[src/sv/dsfc_pkg.sv]
// shared types, codes and default parameters of the depth sensor filter
// no dependencies
package dsfc_pkg;

   localparam int FILTER_DEPTH_DEF = 64;
   localparam int CAL_DEPTH_DEF    = 128;
   localparam int CAL_AT_RESET_DEF = 100;
   localparam int SAMPLE_BITS_DEF  = 16;

   localparam int CSR_IDX_W  = 3;
   localparam int CSR_DATA_W = 24;

   localparam logic [CSR_IDX_W-1:0] REG_PRESSURE_GAIN = 3'd0;
   localparam logic [CSR_IDX_W-1:0] REG_PRESSURE_BIAS = 3'd1;
   localparam logic [CSR_IDX_W-1:0] REG_DEPTH_GAIN    = 3'd2;
   localparam logic [CSR_IDX_W-1:0] REG_DEPTH_BIAS    = 3'd3;
   localparam logic [CSR_IDX_W-1:0] REG_FILTER_WINDOW = 3'd4;

   localparam logic [1:0] ST_SAMPLE    = 2'd0;
   localparam logic [1:0] ST_CAL_OK    = 2'd1;
   localparam logic [1:0] ST_WIN_ZERO  = 2'd2;
   localparam logic [1:0] ST_WIN_LARGE = 2'd3;

   localparam logic [2:0] MS_CAL  = 3'd0;
   localparam logic [2:0] MS_RAWP = 3'd1;
   localparam logic [2:0] MS_RAWD = 3'd2;
   localparam logic [2:0] MS_FILP = 3'd3;
   localparam logic [2:0] MS_FILD = 3'd4;

   localparam logic [2:0] DS_OFF  = 3'd0;
   localparam logic [2:0] DS_PRAW = 3'd1;
   localparam logic [2:0] DS_DRAW = 3'd2;
   localparam logic [2:0] DS_PFIL = 3'd3;
   localparam logic [2:0] DS_DFIL = 3'd4;

   typedef struct packed {
      logic       load;
      logic       cal_cmd;
      logic       ins_start;
      logic       ins_shift;
      logic       ins_place;
      logic       mul_go;
      logic [2:0] mul_sel;
      logic       fin;
      logic [2:0] dest;
      logic       filt_upd;
      logic       div_start;
      logic       push;
   } dsfc_cmd_type;

   typedef struct packed {
      logic is_cmd;
      logic cal_active;
      logic ins_stop;
      logic win_full;
      logic div_busy;
      logic out_free;
   } dsfc_stat_type;

endpackage

[src/sv/dsfc_ctrl.sv]
// controller state machine of the depth sensor filter
// depends on dsfc_pkg
module dsfc_ctrl
   import dsfc_pkg::*;
(
   input  logic          clock,
   input  logic          reset,
   input  logic          req_valid,
   output logic          req_ready,
   input  dsfc_stat_type stat,
   output dsfc_cmd_type  cmd
);

   localparam logic [3:0] S_IDLE   = 4'd0;
   localparam logic [3:0] S_DECODE = 4'd1;
   localparam logic [3:0] S_INS    = 4'd2;
   localparam logic [3:0] S_MRD    = 4'd3;
   localparam logic [3:0] S_MMUL   = 4'd4;
   localparam logic [3:0] S_MOFF   = 4'd5;
   localparam logic [3:0] S_FUPD   = 4'd6;
   localparam logic [3:0] S_RPMUL  = 4'd7;
   localparam logic [3:0] S_RPFIN  = 4'd8;
   localparam logic [3:0] S_RDFIN  = 4'd9;
   localparam logic [3:0] S_FPDIV  = 4'd10;
   localparam logic [3:0] S_FPWAIT = 4'd11;
   localparam logic [3:0] S_FDDIV  = 4'd12;
   localparam logic [3:0] S_FDWAIT = 4'd13;
   localparam logic [3:0] S_OUT    = 4'd14;

   logic [3:0] state_ff, state_in;

   assign req_ready = (state_ff == S_IDLE);

   always_comb begin
      state_in = state_ff;
      cmd = '0;
      case (state_ff)
         S_IDLE: begin
            if (req_valid) begin
               cmd.load = 1'b1;
               state_in = S_DECODE;
            end
         end
         S_DECODE: begin
            if (stat.is_cmd) begin
               cmd.cal_cmd = 1'b1;
               state_in = S_OUT;
            end else if (stat.cal_active) begin
               cmd.ins_start = 1'b1;
               state_in = S_INS;
            end else begin
               state_in = S_FUPD;
            end
         end
         S_INS: begin
            if (stat.ins_stop) begin
               cmd.ins_place = 1'b1;
               state_in = S_MRD;
            end else begin
               cmd.ins_shift = 1'b1;
            end
         end
         S_MRD: state_in = S_MMUL;
         S_MMUL: begin
            cmd.mul_go = 1'b1;
            cmd.mul_sel = MS_CAL;
            state_in = S_MOFF;
         end
         S_MOFF: begin
            cmd.fin = 1'b1;
            cmd.dest = DS_OFF;
            state_in = S_FUPD;
         end
         S_FUPD: begin
            cmd.filt_upd = 1'b1;
            state_in = S_RPMUL;
         end
         S_RPMUL: begin
            cmd.mul_go = 1'b1;
            cmd.mul_sel = MS_RAWP;
            state_in = S_RPFIN;
         end
         S_RPFIN: begin
            cmd.fin = 1'b1;
            cmd.dest = DS_PRAW;
            cmd.mul_go = 1'b1;
            cmd.mul_sel = MS_RAWD;
            state_in = S_RDFIN;
         end
         S_RDFIN: begin
            cmd.fin = 1'b1;
            cmd.dest = DS_DRAW;
            if (stat.win_full) begin
               cmd.mul_go = 1'b1;
               cmd.mul_sel = MS_FILP;
               state_in = S_FPDIV;
            end else begin
               state_in = S_OUT;
            end
         end
         S_FPDIV: begin
            cmd.div_start = 1'b1;
            state_in = S_FPWAIT;
         end
         S_FPWAIT: begin
            if (!stat.div_busy) begin
               cmd.fin = 1'b1;
               cmd.dest = DS_PFIL;
               cmd.mul_go = 1'b1;
               cmd.mul_sel = MS_FILD;
               state_in = S_FDDIV;
            end
         end
         S_FDDIV: begin
            cmd.div_start = 1'b1;
            state_in = S_FDWAIT;
         end
         S_FDWAIT: begin
            if (!stat.div_busy) begin
               cmd.fin = 1'b1;
               cmd.dest = DS_DFIL;
               state_in = S_OUT;
            end
         end
         S_OUT: begin
            if (stat.out_free) begin
               cmd.push = 1'b1;
               state_in = S_IDLE;
            end
         end
         default: state_in = S_IDLE;
      endcase
   end

   always_ff @(posedge clock) begin
      if (reset) begin
         state_ff <= S_IDLE;
      end else begin
         state_ff <= state_in;
      end
   end

endmodule

[config.mk]
export PLATFORM = sky130hd
export DESIGN_NAME = dsfc_ctrl
export DESIGN_NICKNAME = d
export VERILOG_FILES = /design/src/sv/dsfc_pkg.sv /design/src/sv/dsfc_ctrl.sv
export SDC_FILE = /design/constraint.sdc
export NUM_CORES = 1
export LEC_CHECK = 0
export BUFFER_PORTS_ARGS = -buffer_cell sky130_fd_sc_hd__clkbuf_2
export CORE_MARGIN = 8
export CORE_UTILIZATION = 40
export CTS_CLUSTER_DIAMETER = 30
export DETAILED_ROUTE_END_ITERATION = 12
export PLACE_DENSITY_LB_ADDON = 0.2
export RECOVER_POWER = 50
export SLEW_MARGIN = 10
export SYNTH_ARGS = -nofsm -noshare
export SYNTH_HDL_FRONTEND = slang
export SYNTH_SLANG_ARGS = --single-unit
[constraint.sdc]
create_clock -name clock -period 1.4 [get_ports clock]
set_input_delay 0.28 -clock clock [delete_from_list [all_inputs] [get_ports clock]]
set_output_delay 0.28 -clock clock [all_outputs]
set_load 0.01 [all_outputs]
Yosys cells after proc, flatten, opt, wreduce, memory -nomap -nowiden --
Index checks and enable logic that the tools add are counted. W data, S select, Z words.
Storage, ports and cells: output and inout port bits 17, input bits 9, register bits after elaboration 4, logic and storage cells 50
Cells by class: reductions and logical operators 3, muxes and demuxes 27, equal/unequal tests 19
Operators with widths (count):
- $pmux W4 S15 | 1
- $pmux W4 S5 | 2
- $mux W4 | 8
- $eq A4 B4 Y1 const B | 7
- $eq A4 B3 Y1 const B | 4
- $mux W1 | 11
- $ne A2 B2 Y1 const B | 5
- $eq A4 B2 Y1 const B | 2
- $mux W8 | 1
- $mux W3 | 2
- $reduce_and A5 Y1 | 1
- $eq A4 B1 Y1 const B | 1
- $logic_not A4 Y1 | 1
- $mux W2 | 2
- $reduce_or A2 Y1 | 1

Logic depth before layout (Yosys ltp) --
depth in word-level cells 3, depth in mapped cells 5, gate-level depth less buffers 4

Worst setup path after synthesis --
OpenSTA, ideal clock, no wires.
path type register to output, start point register state_ff[3], end point output port cmd[15] in the netlist's numbering, cell stages (with the launch flop) 4, path slack -69 ps, path buffers 1, arrival time 1189 ps, required time 1120 ps, path through dfxtp_1 buf_2 nor4_1 and2_1
RTL lines:
- start, declared | line dsfc_ctrl.sv:30 | logic [3:0] state_ff, state_in;
- start signal, assigned | line dsfc_ctrl.sv:139 | state_ff <= state_in;
- end, declared | line dsfc_ctrl.sv:11 | output dsfc_cmd_type cmd

==> impl_metrics.py <==
metrics = {
    "outcome": {
        "run_status": "complete, but fails checks",
        "violations": "setup timing",
    },
    "cts": {
        "root_buffer": "clkbuf_4",
        "cts.path.max_buffers": 2,
        "htreeDepth": 1,
        "cts_buffers": 3,
        "clk_latency_ns": 0.25,
        "postCtsHoldBufs": 0,
        "clkSinkCount": 4,
        "path_clk_slew_ns": 0.04,
        "cts_tree": "built",
    },
    "power": {
        "power-per-cell-area_nw_per_um2": 1023,
        "power_mw": 1.147,
        "leakage_nw": 0.5018,
        "ir_worst_vdd_uv": 889.8,
    },
    "synth": {
        "syn_area_um2": 530.5,
        "yosysWarningCount": 0,
        "synth_ff_type": "dfxtp_1",
        "syn-num-nets": 87,
        "synth_top_area_share": 0.1509,
        "ys_types": 32,
        "synth_seq_cells": 4,
        "synth_cells": 78,
        "synth_commonest_cells": "13 x nor2_1, 6 x a21oi_1, 6 x buf_2",
        "synthTopCellsByArea": "dfxtp_1 15%, nor2_1 9.2%, nor3b_1 7.1%",
        "synth_top_area_cell": "dfxtp_1",
        "synthArstFlopShare": 0,
        "avgSynthCellArea_um2": 6.801,
        "ys_seq_area_frac": 0.1509,
        "yosysMostFrequentCell": "nor2_1",
        "synth_edf_count": 0,
    },
    "hold_path": {
        "min_path_type": "input port to register",
        "holdCritStartpoint": "reset",
    },
    "critical_path": {
        "cp-start-kind": "register",
        "critical_path_class": "register to primary output",
        "crit_required_ns": 1.12,
        "crit_fanout": 11,
        "crit_arrival_ns": 1.36,
        "setup.worst_path.start": "state_ff[1]",
        "rr_startpoint": "state_ff[3]",
        "crit_path_end_kind": "primary output",
    },
    "timing": {
        "hold_viol": 0,
        "rsz0062_at_grt": "true",
        "min_period_ns": 1.639,
        "period_share": 1.171,
        "fin_worst_skew_ns": 0.0007245,
        "max_slew_margin": 0.7772,
        "worst_pin_slew_ns": 0.3306,
        "slew_viol_final": 0,
        "max_freq_mhz": 610.2,
        "setup_viol": 20,
        "fin_ws_ns": -0.2387,
    },
    "final_layout": {
        "multi_input_area_um2": 578.1,
        "instances_no_fill": 142,
        "largest_register_ffs": 4,
        "ff_latch_area_um2": 95.09,
        "antenna_cells": 0,
        "nNetsFinal": 138,
        "area_growth_pct": 111.3,
        "drive_gt1_frac": 0.7008,
        "reg_top3": "state_ff: 4 flops",
        "nFillCells": 58,
        "largest_register": "state_ff",
    },
    "grt": {
        "grt_pass1_wl_um": 4381,
        "grtUsageMet2": 0.3656,
        "gr-usage-all-layers": 0.2089,
        "first_global_vias": 959,
        "grt_overflow_total": 0,
        "grt_max_degree": 12,
        "antenna_found_initial": 0,
        "use_met1": 0.1959,
        "grt_busiest_layer": "met2",
        "use_met3": 0.05114,
    },
    "routing": {
        "drtPass1Iterations": 4,
        "drt_wl_total_um": 3133,
        "antenna_left": 0,
        "drt_iter0_drc": 31,
        "wl_per_cell_um": 22.06,
        "drc": 0,
        "via_per_inst": 6.359,
        "num_vias": 903,
    },
    "placed_design": {
        "placed_cells": 128,
        "gp_congestion": 0.7941,
        "io_buffers": 25,
        "dp_hpwl_um": 1459,
    },
    "floorplan": {
        "start_util": 0.4181,
        "ios": 26,
        "die_x_um": 52.42,
        "dieArea_um2": 2748,
        "rows": 13,
        "die_y_um": 52.42,
        "core-area_um2": 1269,
    },
    "run": {
        "drv_cap": 0,
    },
}
## report_power, final
part | switching (mW) | internal (mW) | total, mW
Clock | 0.0647 | 0.0971 | 0.162
Combinational | 0.392 | 0.408 | 0.799
Sequential | 0.0445 | 0.141 | 0.186
## per-layer routing
| layer | up-vias | share of wire | wire [µm] |
|---|---|---|---|
| met3 | 23 | 0.074 | 232 |
| met1 | 425 | 0.38 | 1193 |
| met2 | 71 | 0.48 | 1502 |
| met5 | - | 0 | 0 |
| met4 | 0 | 0.065 | 204 |
| li1 | 384 | - | - |
## area by class of cell
cell class	instances	area share
tap	15	0.01674
clock buffer	3	0.02009
sequential	4	0.08482
multi-input combinational	66	0.5156
timing repair buffer	54	0.3627
## path summary, 6_finish.rpt
| check | endpoint | slack, ns | cells after the start |
|---|---|---|---|
| setup / recovery | cmd[10] | -0.24 | 5 |
| hold / removal | state_ff[3] | 0.28 | 2 |
| setup reg to reg | state_ff[0] | -0.09 | 7 |
| hold reg to reg | state_ff[0] | 0.71 | 3 |
## through the flow
stage	hold WS, ns	cell area, µm²	worst slack, ns	util	TNS, ns
2_1_floorplan	0.3491	536.8	0.02224	-	0
3_3_place_gp	0.5007	787.0	0.002744	0.6203	0
3_5_place_dp	0.5153	787.0	-0.02603	0.6203	-0.02603
4_1_cts	0.2553	1022	-0.1686	0.8057	-1.211
5_1_grt	0.2891	1121	-0.2744	0.8836	-2.775
6_report	0.2781	1121	-0.2387	0.8836	-1.992
## repair_timing
action                                  CTS  global route
pin swaps                                 9             9
buffers inserted                         10             1
endpoints found under the setup margin   17            20
cloned                                    0             0
resized for setup                        39            38
## critical path, stage by stage (launching register included)
cell      delay [ns]
dfxtp_4         0.38
buf_6           0.18
nand2b_4        0.15
nand4b_1        0.11
o21ai_1         0.12
buf_2           0.16
## cells by family after synthesis
family	share of synthesized area
and+or+nand+nor	0.4882
xor gates and xnor gates	0.01651
DFF	0.1509
muxes	0.03774
buffers and inverters	0.07783
AOI/OAI and AO/OA	0.2288
## layout by cell type (no fill, tap or decap), types with 3 or more instances in the layout
cell type / count
nor3b_2: 3
clkbuf_2: 9
nand2_1: 3
nor2_2: 3
nor2_4: 3
buf_4: 15
nand2b_4: 3
nor2_1: 7
buf_6: 12
dfxtp_4: 4
nor3_2: 3
clkbuf_4: 3
a21oi_1: 4
buf_2: 15
Power figures use the tool's default switching activity.
